<file path="config.mk">
export PLATFORM = sky130hd
export DESIGN_NAME = mpfe_ctrl
export DESIGN_NICKNAME = d
export VERILOG_FILES = /design/src/rtl/mpfe_pkg.sv /design/src/rtl/mpfe_ctrl.sv
export SDC_FILE = /design/constraint.sdc
export NUM_CORES = 1
export LEC_CHECK = 0
export ABC_AREA = 1
export BUFFER_PORTS_ARGS = -buffer_cell sky130_fd_sc_hd__buf_2
export CAP_MARGIN = 20
export CORE_AREA = 3 3 40 42
export DETAILED_ROUTE_END_ITERATION = 10
export DIE_AREA = 0 0 43 45
export HOLD_SLACK_MARGIN = 0.1
export PLACE_DENSITY = 0.51
export SLEW_MARGIN = 5
export SYNTH_ARGS = -nofsm -noshare
export SYNTH_HDL_FRONTEND = slang
export SYNTH_SLANG_ARGS = --single-unit
</file>
<file path="constraint.sdc">
create_clock -name clk_i -period 1.49 [get_ports clk_i]
set_input_delay 0.298 -clock clk_i [delete_from_list [all_inputs] [get_ports clk_i]]
set_output_delay 0.298 -clock clk_i [all_outputs]
set_load 0.05 [all_outputs]
</file>
<file path="src/rtl/mpfe_pkg.sv">
// ----------------------------------------------------------------------------
// mpfe_pkg
// Shared types and codes of the page-organised monochrome frame store:
// item structs, action codes, controller states and control/status bundles.
// ----------------------------------------------------------------------------
package mpfe_pkg;

  // action codes carried by an input item
  typedef enum logic [2:0] {
    ACT_DRAW      = 3'd0,
    ACT_READ_PIX  = 3'd1,
    ACT_TOGGLE    = 3'd2,
    ACT_FILL      = 3'd3,
    ACT_INVERT    = 3'd4,
    ACT_CLEAR     = 3'd5,
    ACT_READ_BYTE = 3'd6
  } action_e;

  // result kind codes
  localparam logic KIND_PIXEL = 1'b0;
  localparam logic KIND_BYTE  = 1'b1;

  // width of a row group index taken from an 8-bit row
  localparam int unsigned GRP_W = 5;

  // input item
  typedef struct packed {
    logic [2:0] action;
    logic [7:0] pixel_x;
    logic [7:0] pixel_y;
    logic [7:0] x_end;
    logic [7:0] y_end;
    logic       pixel_value;
    logic [2:0] page_index;
  } in_item_t;

  // result item
  typedef struct packed {
    logic       result_kind;
    logic       pixel_bit;
    logic [7:0] frame_byte;
  } out_item_t;

  // controller states
  typedef enum logic [2:0] {
    ST_CLEAR,
    ST_IDLE,
    ST_PIXEL,
    ST_RECT_RD,
    ST_RECT_WR
  } state_e;

  // commands from controller to datapath
  typedef struct packed {
    logic pix_load;
    logic rect_load;
    logic clr_load;
    logic pix_done;
    logic rect_rd;
    logic rect_wr;
    logic clr_wr;
  } cmd_t;

  // status from datapath to controller
  typedef struct packed {
    logic rect_empty;
    logic rect_last;
    logic clr_last;
    logic needs_out;
    logic out_free;
  } stat_t;

endpackage

</file>
<file path="src/rtl/mpfe_ctrl.sv">
// ----------------------------------------------------------------------------
// mpfe_ctrl
// Sequencer of the frame store: accepts items, steps pixel read-modify-write,
// rectangle byte walks and the clearing sweep.
// ----------------------------------------------------------------------------
module mpfe_ctrl (
  input  logic           clk_i,
  input  logic           rst_ni,
  input  logic           in_valid_i,
  input  logic [2:0]     action_i,
  output logic           in_ready_o,
  input  mpfe_pkg::stat_t stat_i,
  output mpfe_pkg::cmd_t  cmd_o
);

  mpfe_pkg::state_e state_q, state_d;

  // state register, reset starts the clearing sweep
  always_ff @(posedge clk_i or negedge rst_ni) begin
    if (!rst_ni) begin
      state_q <= mpfe_pkg::ST_CLEAR;
    end else begin
      state_q <= state_d;
    end
  end

  // next state
  always_comb begin
    state_d = state_q;
    case (state_q)
      mpfe_pkg::ST_CLEAR: begin
        if (stat_i.clr_last) state_d = mpfe_pkg::ST_IDLE;
      end
      mpfe_pkg::ST_IDLE: begin
        if (in_valid_i) begin
          case (action_i)
            mpfe_pkg::ACT_DRAW, mpfe_pkg::ACT_READ_PIX, mpfe_pkg::ACT_TOGGLE,
            mpfe_pkg::ACT_READ_BYTE: state_d = mpfe_pkg::ST_PIXEL;
            mpfe_pkg::ACT_FILL, mpfe_pkg::ACT_INVERT: begin
              if (!stat_i.rect_empty) state_d = mpfe_pkg::ST_RECT_RD;
            end
            mpfe_pkg::ACT_CLEAR: state_d = mpfe_pkg::ST_CLEAR;
            default: state_d = mpfe_pkg::ST_IDLE;
          endcase
        end
      end
      mpfe_pkg::ST_PIXEL: begin
        if (!stat_i.needs_out || stat_i.out_free) state_d = mpfe_pkg::ST_IDLE;
      end
      mpfe_pkg::ST_RECT_RD: state_d = mpfe_pkg::ST_RECT_WR;
      mpfe_pkg::ST_RECT_WR: begin
        state_d = stat_i.rect_last ? mpfe_pkg::ST_IDLE : mpfe_pkg::ST_RECT_RD;
      end
      default: state_d = mpfe_pkg::ST_IDLE;
    endcase
  end

  // command outputs
  always_comb begin
    cmd_o      = '0;
    in_ready_o = 1'b0;
    case (state_q)
      mpfe_pkg::ST_CLEAR: cmd_o.clr_wr = 1'b1;
      mpfe_pkg::ST_IDLE: begin
        in_ready_o = 1'b1;
        if (in_valid_i) begin
          case (action_i)
            mpfe_pkg::ACT_DRAW, mpfe_pkg::ACT_READ_PIX, mpfe_pkg::ACT_TOGGLE,
            mpfe_pkg::ACT_READ_BYTE: cmd_o.pix_load = 1'b1;
            mpfe_pkg::ACT_FILL, mpfe_pkg::ACT_INVERT: cmd_o.rect_load = 1'b1;
            mpfe_pkg::ACT_CLEAR: cmd_o.clr_load = 1'b1;
            default: cmd_o = '0;
          endcase
        end
      end
      mpfe_pkg::ST_PIXEL: begin
        cmd_o.pix_done = !stat_i.needs_out || stat_i.out_free;
      end
      mpfe_pkg::ST_RECT_RD: cmd_o.rect_rd = 1'b1;
      mpfe_pkg::ST_RECT_WR: cmd_o.rect_wr = 1'b1;
      default: cmd_o = '0;
    endcase
  end

endmodule

</file>
==> run metrics, run 1 <==
syn_area_per_cell=5.91 sq um; crit start category=register; Clk Latency, worst-skew pair=0.24 ns; fmax=654 MHz; number of diodes=0; Leak=0.317 nW; TritonRoute pass-1 iters=4; Hold WC Path Type=in2async; Largest Register=state_q; vias in the first global route=386; outcome=finished, violations left; Post-Synthesis Cells=47; Seq cells post-synth=3; WL/cell=11.2 um; final hold vios=0; Reg clk slew, reported paths=0.04 ns; largest net degree at the start of global routing=6; Top FF cell, synth=dfrtp_1; Worst-Margin Slew=0.310 ns; Synth area leaders=dfrtp_1 (27%), nand2_1 (18%), nor2_1 (8.1%), nand3_1 (7.2%), o21ai_0 (7.2%); Core Area=1280 sq um; die height=45 um; area share of the largest cell type after synthesis=27.0%; WL final=1060 um; H-tree depth=1; Std-Cell Rows=13; post-DR vias/cell=4.51; share of cells above drive strength 1=57.0%; failing checks=setup timing; Num Clock Sinks=3; fin util=49.7%; Post-synth ARST share=100%; placed insts=88; unrepaired setup endpoints after global routing=true; most common cell in the synthesized netlist=nand2_1; number of synthesized flops with an enable pin=0; CTS tree=done; Starting Density=21.6%; Crit Path Class=reg2out; antenna violations before repair=0; Tcrit/Tclk final=103%; Tot GR Track Use=12.1%; Hold Slack=0.393 ns; Final setup viols=3; total power draw=0.00134 W; Clock Tree Root=clkbuf_4; Post-synth top cells=nand2_1 (13), nor2_1 (6), inv_1 (5); Nets=91; max reg flops=3; Final Instance Count excl. Fillers=94; biggest regs=state_q (3); synthesis-to-layout area growth=130%; max-slew violations=0; crit path time final=1.53 ns; Max rail drop VDD=1190 uV; crit path max fanout=3; synth unique cells=13; HPWL after detailed placement=774 um; CTS buffer count=3; gpl congestion=0.725; initial DRC count=5; Syn. warnings=0; Die W=43 um; Max Cap Violations=0; Worst EP required=1.19 ns; PnR worst setup slack=-0.0391 ns; die area=1940 sq um; power per standard cell area=2100 nW/um^2; grt ovf=0; antenna viol nets, final=0; Longest Clk Path Bufs=2; register area share after synthesis=27.0%; first-pass GRT wire length=1660 um; worst rel slew slack=79.1%; DRC errors left=0; CP arrival=1.23 ns; # IOs=19; port bufs=18; Netlist Area Pre-Place=278 sq um; via count=424; Synth Net Count=58; cell taking the most area after synthesis=dfrtp_1; Setup Skew=0.00464 ns; CP Capture Type=output pin
layout make-up:
type / count / area (sq um)
Clock buffer: 4 / 26.3
Sequential cell: 3 / 77.6
Timing Repair Buffer: 28 / 229
Tap cell: 15 / 18.8
Multi-Input combinational cell: 38 / 264
Inverter: 6 / 22.5
Fill cell: 133 / 647
logic make-up (layout without fill, tap and decap cells):
kind of cell	after synthesis	in the layout	share of synthesized area, %
and+or+nand+nor	32	32	54.1
AOI/OAI and AO/OA	6	6	10.8
buffers and inverters	6	38	8.11
DFF	3	3	27.0
stage by stage:
| step | worst slack (ns) | instance area, sq um | setup TNS [ns] |
|---|---|---|---|
| 2_1_floorplan | -0.375 | 327 | -1.41 |
| 3_3_place_gp | 0.0376 | 495 | 0 |
| 3_5_place_dp | 0.0282 | 495 | 0 |
| 4_1_cts | -0.0540 | 603 | -0.153 |
| 5_1_grt | -0.130 | 638 | -0.545 |
| 6_report | -0.0391 | 638 | -0.105 |
routing by layer:
metal	share of wire [%]	global-route usage [%]
met1	41	14.7
met2	51	18.0
met3	7.1	4.78
met4	0.76	7.23
met5	0	0
where the power goes:
group	internal, W	switching, W
Combinational	0.000433	0.000592
Sequential	0.000120	0.0000518
Clock	0.000100	0.0000448
placed cells by master, fill, tap and decap left out:
master         Yosys  layout
dfrtp_1            3       1
nand3b_1           1       1
clkbuf_1           0       1
o21ai_0            4       4
nor2_4             1       4
nand4_1            3       3
inv_1              5       4
nand2_1           13      12
buf_2              0      10
nor3_4             0       3
nand3_1            4       4
clkbuf_4           0       3
a21oi_2            0       1
inv_2              1       2
a21oi_4            0       1
dfrtp_2            0       2
dlygate4sd3_1      0       1
nand2_4            0       2
buf_4              0       8
buf_6              0       7
buf_8              0       2
nor2_1             6       3
worst paths after layout:
check                      cells past startpoint        from  slack [ns]    endpoint
min                                            2      rst_ni        0.39  state_q[1]
min in group clk_i                             4   stat_i[4]        0.41  state_q[1]
min reg2reg                                    4  state_q[2]        0.67  state_q[2]
max                                            6  state_q[2]       -0.04    cmd_o[4]
max in group asynchronous                      2      rst_ni        0.97  state_q[0]
max reg2reg                                    7  state_q[1]        0.26  state_q[1]
worst max-delay path: stages, from the launching register on:
cell and delay, ns:
dfrtp_1 0.38, inv_2 0.08, nand2_4 0.05, nor2_4 0.11, nand2_4 0.09, nor3_4 0.12, buf_6 0.18
what timing repair did:
item | 4_1_cts | 5_1_grt
hold buffers | 1 | 0
pin swaps | 3 | 0
resized for setup | 20 | 8
buffers inserted | 1 | 0
endpoints found under the setup margin | 8 | 8
endpoints found under the hold margin | 3 | 0
Power figures use the tool's default switching activity.
==> run 2, diff against run 1 <==
--- a/config.mk
+++ b/config.mk
@@ -6,6 +6,7 @@
 export NUM_CORES = 1
 export LEC_CHECK = 0
 export ABC_AREA = 1
+export ABC_CLOCK_PERIOD_IN_PS = 1490
 export BUFFER_PORTS_ARGS = -buffer_cell sky130_fd_sc_hd__buf_2
 export CAP_MARGIN = 20
 export CORE_AREA = 3 3 40 42
==> constraint.sdc (replaced) <==
create_clock -name clk_i -period 1.49 [get_ports clk_i]
set_input_delay 0.298 -clock clk_i [delete_from_list [all_inputs] [get_ports clk_i]]
set_output_delay 0.298 -clock clk_i [all_outputs]
set_load 0.005 [all_outputs]
==> run 2 against run 1 <==
Effect of this change:
- the run now ends clean
- non-clock buffer count decreased by 3
- largest cell class unchanged
- via count down 5.0%
- clock skew fell by 0.0028 ns
- critical endpoint is now cmd_o[1]
- routed wire length is 16% lower
- cell count fell by 3.2%
- die area stayed put
==> run metrics, run 2 (synthesis gave the netlist of run 1 again) <==
worst rel slew slack=81.0% (was 79.1%); number of diodes=0 (unchanged); # IOs=19 (unchanged); WL final=881 um (was 1060 um); Worst-Margin Slew=0.285 ns (was 0.310 ns); unrepaired setup endpoints after global routing=true (unchanged); area occupied by multi-input gates=208 sq um (was 264 sq um); gpl congestion=0.729 (was 0.725); Std-Cell Rows=13 (unchanged); number of fill cells=156 (was 133); PnR worst setup slack=0.0288 ns (was -0.0391 ns); final hold vios=0 (unchanged); crit path max fanout=3 (unchanged); antenna violations before repair=0 (unchanged); FF/Latch Area=76.3 sq um (was 77.6 sq um); Starting Density=21.6% (unchanged); Final setup viols=0 (was 3); design area=497 sq um (was 638 sq um); initial DRC count=6 (was 5); Worst EP required=1.19 ns (about the same); outcome=finished, final reports clean (was finished, violations left); crit start category=register (unchanged); Num Clock Sinks=3 (unchanged); Crit Reg-Reg Endpoint=state_q[1] (unchanged); Hold WC Path Type=in2reg (was in2async); commonest non-fill, non-tap cell in the layout=buf_2 (was nand2_1); Max Cap Violations=0 (unchanged); max reg flops=3 (unchanged); Die W=43 um (unchanged); H-tree depth=1 (unchanged); Max rail drop VDD=548 uV (was 1190 uV); share of cells above drive strength 1=48.7% (was 57.0%); Leak=0.276 nW (was 0.317 nW); largest net degree at the start of global routing=8 (was 6); fmax=684 MHz (was 654 MHz); Final TNS setup=0 ns (was -0.105 ns); antenna viol nets, final=0 (unchanged); CTS buffer count=3 (unchanged); DRC errors left=0 (unchanged); Hold EP=state_q[0]; CP Capture Type=output pin (unchanged); hold path depth=4; reg2reg path depth=8 (was 7); min-delay src=in_valid_i; placed insts=80 (was 88); first-pass GRT wire length=1350 um (was 1660 um); die area=1940 sq um (unchanged); r2r setup slk=0.28 ns (was 0.26 ns); die height=45 um (unchanged); Nets=88 (was 91); TritonRoute pass-1 iters=4 (unchanged); Setup Skew=0.00187 ns (was 0.00464 ns); pre-CTS setup slack=0.0985 ns (was 0.0282 ns); Tcrit/Tclk final=98.1% (was 103%); CTS tree=done (unchanged); Final Instance Count excl. Fillers=91 (was 94); max-slew violations=0 (unchanged); HPWL after detailed placement=626 um (was 774 um); Reg clk slew, reported paths=0.04 ns (about the same); Core Area=1280 sq um (unchanged); grt ovf=0 (unchanged); crit path time final=1.46 ns (was 1.53 ns); Placement Cell Area=387 sq um (was 495 sq um); commonest non-fill, non-tap cells in the layout=buf_2 (18), nand2_1 (12), buf_4 (6) (was nand2_1 (12), buf_2 (10), buf_4 (8)); post-DR vias/cell=4.43 (was 4.51); WL/cell=9.68 um (was 11.2 um); Largest Register=state_q (unchanged); port bufs=18 (unchanged); via count=403 (was 424); Longest Clk Path Bufs=2 (unchanged); Clock Tree Root=clkbuf_4 (unchanged); Tot GR Track Use=9.93% (was 12.1%); vias in the first global route=348 (was 386); biggest regs=state_q (3) (unchanged); CP arrival=1.16 ns (was 1.23 ns); power per standard cell area=1670 nW/um^2 (was 2100 nW/um^2); R2R Path Start=state_q[2] (was state_q[1]); Clk Latency, worst-skew pair=0.24 ns (about the same); synthesis-to-layout area growth=78.8% (was 130%); Crit Path Class=reg2out (unchanged)
[run 2: changes by cell type in the layout (fill, tap and decap cells not counted), sizes merged]
cell  previous run  this run
buf             27        24
[run 2: per-layer routing]
metal	vias up	GRT usage [%]	wire [um]
met2	15	14.7	413
met3	2	3.98	57
li1	212	-	-
met5	-	0	0
met1	174	10.9	401
met4	0	9.04	8
[run 2: through the flow]
| stage | hold slack, ns | util, % | total power (W) |
|---|---|---|---|
| floorplan | 0.00241 | - | 0.000393 |
| global placement | 0.0959 | 30.1 | 0.000520 |
| detailed placement | 0.0964 | 30.1 | 0.000516 |
| CTS | 0.376 | 36.5 | 0.000792 |
| global route | 0.398 | 38.7 | 0.000912 |
| finish | 0.381 | 38.7 | 0.000832 |
[run 2: cell type report]
| type | count | area share [%] |
|---|---|---|
| clock buffer | 4 | 5.29 |
| inverter | 6 | 4.53 |
| multi-input combinational | 38 | 41.8 |
| sequential | 3 | 15.4 |
| tap | 15 | 3.78 |
| timing repair buffer | 25 | 29.2 |
[run 2: worst max-delay path, stage by stage (launching register included)]
cell     delay [ns]
dfrtp_1        0.36
inv_2          0.06
buf_4          0.12
buf_4          0.13
nor3_1         0.12
buf_2          0.14
[run 2: how the worst max path moves through the flow]
stage | startpoint | to | slack [ns] | depth (start not counted)
2_1_floorplan | state_q[2] | cmd_o[4] | 0.23 | 5
3_3_place_gp | state_q[2] | cmd_o[4] | 0.12 | 6
3_5_place_dp | state_q[2] | cmd_o[4] | 0.1 | 6
4_1_cts | state_q[2] | cmd_o[4] | -0.0005 | 6
5_1_grt | state_q[2] | cmd_o[5] | -0.07 | 6
6_report | state_q[2] | cmd_o[1] | 0.03 | 5
[run 2: what timing repair did]
| action | in CTS | in global routing |
|---|---|---|
| hold endpoints to repair | 3 | 0 |
| resized for setup | 6 | 3 |
| endpoints found under the setup margin | 3 | 6 |
| pin swaps | 1 | 2 |
| setup buffers | 4 | 2 |
| hold buffers | 1 | 0 |
[run 2: power by group]
group	switching, W	total [W]	internal [W]
registers	0.0000591	0.000177	0.000118
clock network	0.0000445	0.000145	0.000101
logic	0.000256	0.000509	0.000254
total	0.000359	0.000832	0.000472
==> run 3, diff against run 2 <==
--- a/config.mk
+++ b/config.mk
@@ -9,11 +9,13 @@
 export ABC_CLOCK_PERIOD_IN_PS = 1490
 export BUFFER_PORTS_ARGS = -buffer_cell sky130_fd_sc_hd__buf_2
 export CAP_MARGIN = 20
-export CORE_AREA = 3 3 40 42
+export CELL_PAD_IN_SITES_DETAIL_PLACEMENT = 1
+export CELL_PAD_IN_SITES_GLOBAL_PLACEMENT = 2
+export CORE_AREA = 3 3 46 48
 export DETAILED_ROUTE_END_ITERATION = 10
-export DIE_AREA = 0 0 43 45
+export DIE_AREA = 0 0 49 51
 export HOLD_SLACK_MARGIN = 0.1
-export PLACE_DENSITY = 0.51
+export PLACE_DENSITY = 0.72
 export SLEW_MARGIN = 5
 export SYNTH_ARGS = -nofsm -noshare
 export SYNTH_HDL_FRONTEND = slang
==> run 3 against run 2 <==
Effect of this change:
- the run now ends with setup timing left
- first-iteration DRC count is 50% lower
- cell count is 8.8% higher
- die area is 29% higher
- hold slack better by 0.0014 ns
- non-clock buffer count is 2 lower
- total power is 4.8% lower
==> run metrics, run 3 (synthesis gave the netlist of run 1 again) <==
Reg clk slew, reported paths=0.04 ns (about the same); antenna violations before repair=0 (unchanged); final hold vios=0 (unchanged); Num Clock Sinks=3 (unchanged); PnR worst setup slack=-0.00946 ns (was 0.0288 ns); gpl congestion=0.738 (was 0.729); Crit path max-delay family=flip-flops (was buffers and inverters); Worst-Margin Slew=0.166 ns (was 0.285 ns); Clk Latency, worst-skew pair=0.23 ns (was 0.24 ns); grt ovf=0 (unchanged); Placement Cell Area=407 sq um (was 387 sq um); TritonRoute pass-1 iters=2 (was 4); biggest regs=state_q (3) (unchanged); WL/cell=9.53 um (was 9.68 um); met1 Use GR=10.9% (about the same); failing checks=setup timing; die area=2500 sq um (was 1940 sq um); Final setup viols=2 (was 0); vias in the first global route=402 (was 348); via count=401 (was 403); unrepaired setup endpoints after global routing=true (unchanged); power per standard cell area=1640 nW/um^2 (was 1670 nW/um^2); outcome=finished, violations left (was finished, final reports clean); commonest non-fill, non-tap cells in the layout=buf_2 (18), nand2_1 (12), nor2_1 (5) (was buf_2 (18), nand2_1 (12), buf_4 (6)); # IOs=19 (unchanged); Setup Skew=0.00726 ns (was 0.00187 ns); worst stage delay on the critical path=0.40 ns (was 0.36 ns); port bufs=18 (unchanged); share of cells above drive strength 1=45.9% (was 48.7%); Tot GR Track Use=9.15% (was 9.93%); post-DR vias/cell=4.05 (was 4.43); antenna viol nets, final=0 (unchanged); CTS buffer count=3 (unchanged); H-tree depth=1 (unchanged); max-slew violations=0 (unchanged); met3 Usage GRT=3.21% (was 3.98%); worst rel slew slack=88.8% (was 81.0%); largest net degree at the start of global routing=8 (unchanged); initial DRC count=3 (was 6); Crit Path Class=reg2out (unchanged); Tcrit/Tclk final=101% (was 98.1%); Clock Tree Root=clkbuf_4 (unchanged); first-pass GRT wire length=1700 um (was 1350 um); WL final=943 um (was 881 um); die height=51 um (was 45 um); fmax=667 MHz (was 684 MHz); fin util=27.7% (was 38.7%); Slowest cell on crit path=dfrtp_1 (unchanged); CP arrival=1.20 ns (was 1.16 ns); Starting Density=15.9% (was 21.6%); WP buf/inv=2 (was 4); met2 usage=14.0% (was 14.7%); crit path max fanout=4 (was 3); commonest non-fill, non-tap cell in the layout=buf_2 (unchanged); number of diodes=0 (unchanged); max reg flops=3 (unchanged); GRT busiest layer=met2 (unchanged); Max Cap Violations=0 (unchanged); synthesis-to-layout area growth=73.9% (was 78.8%); Max rail drop VDD=427 uV (was 548 uV); Core Area=1750 sq um (was 1280 sq um); DRC errors left=0 (unchanged); HPWL after detailed placement=730 um (was 626 um); worst-path cell chain=inv_2 > nand2_4 > nor2_4 > nand2_2 > a21oi_1 > buf_2 (was inv_2 > buf_4 > buf_4 > nor3_1 > buf_2); crit path time final=1.50 ns (was 1.46 ns); Longest Clk Path Bufs=2 (unchanged); Leak=0.265 nW (was 0.276 nW); Std-Cell Rows=15 (was 13); Die W=49 um (was 43 um); Hold WC Path Type=in2async (was in2reg); CTS tree=done (unchanged); Worst EP required=1.19 ns (about the same); Nets=86 (was 88); crit start category=register (unchanged); design area=483 sq um (was 497 sq um); Largest Register=state_q (unchanged); CP Capture Type=output pin (unchanged)
run 3: changes by cell type in the layout (fill, tap and decap cells not counted):
cell     delta
a21oi_2     -2
dfrtp_1     -1
buf_4       -2
nor2_4      -1
dfrtp_2     +1
a21oi_1     +2
nor2_2      +1
run 3: cell type report:
cell class | instances | area [sq um]
Inverter | 6 | 22.5
Multi-Input combinational cell | 38 | 195
Clock buffer | 4 | 26.3
Fill cell | 241 | 1260
Sequential cell | 3 | 77.6
Tap cell | 25 | 31.3
Timing Repair Buffer | 23 | 130
run 3: timing repair:
item,in CTS,in global routing
cloned,0,0
hold endpoints to repair,3,0
gates resized for setup,6,1
hold buffers,1,0
pin swaps,1,2
buffers inserted,2,1
setup endpoints to repair,5,5
run 3: stage by stage:
stage	hold slack (ns)	std cells	total power, W	TNS [ns]	setup slack, ns
after floorplan	0.00241	47	0.000393	0	0.227
after global placement	0.0960	91	0.000560	0	0.161
after detailed placement	0.0978	91	0.000559	0	0.116
after CTS	0.378	98	0.000767	-0.0422	-0.0214
after global routing	0.402	99	0.000897	-0.391	-0.111
final	0.383	99	0.000792	-0.0152	-0.00946
run 3: final timing paths:
check	slack, ns	end	start	cells after the start
setup reg to reg	0.36	state_q[1]	state_q[2]	8
hold reg to reg	0.65	state_q[2]	state_q[1]	2
hold / removal	0.38	state_q[2]	rst_ni	2
setup / recovery	-0.009	cmd_o[5]	state_q[2]	6
min in group clk_i	0.39	state_q[0]	in_valid_i	4
max in group asynchronous	0.98	state_q[1]	rst_ni	2
run 3: where the power goes:
group / internal [W] / switching (W) / leakage, nW
logic: 0.000220 / 0.000237 / 0.214
clock network: 0.000100 / 0.0000440 / 0.0150
registers: 0.000120 / 0.0000701 / 0.0354
total: 0.000441 / 0.000352 / 0.265
run 3: routing by layer:
layer	part of all wire [%]	routed length, um
met5	0	0
met4	0	0
met3	4.6	43
met2	51	478
met1	45	421
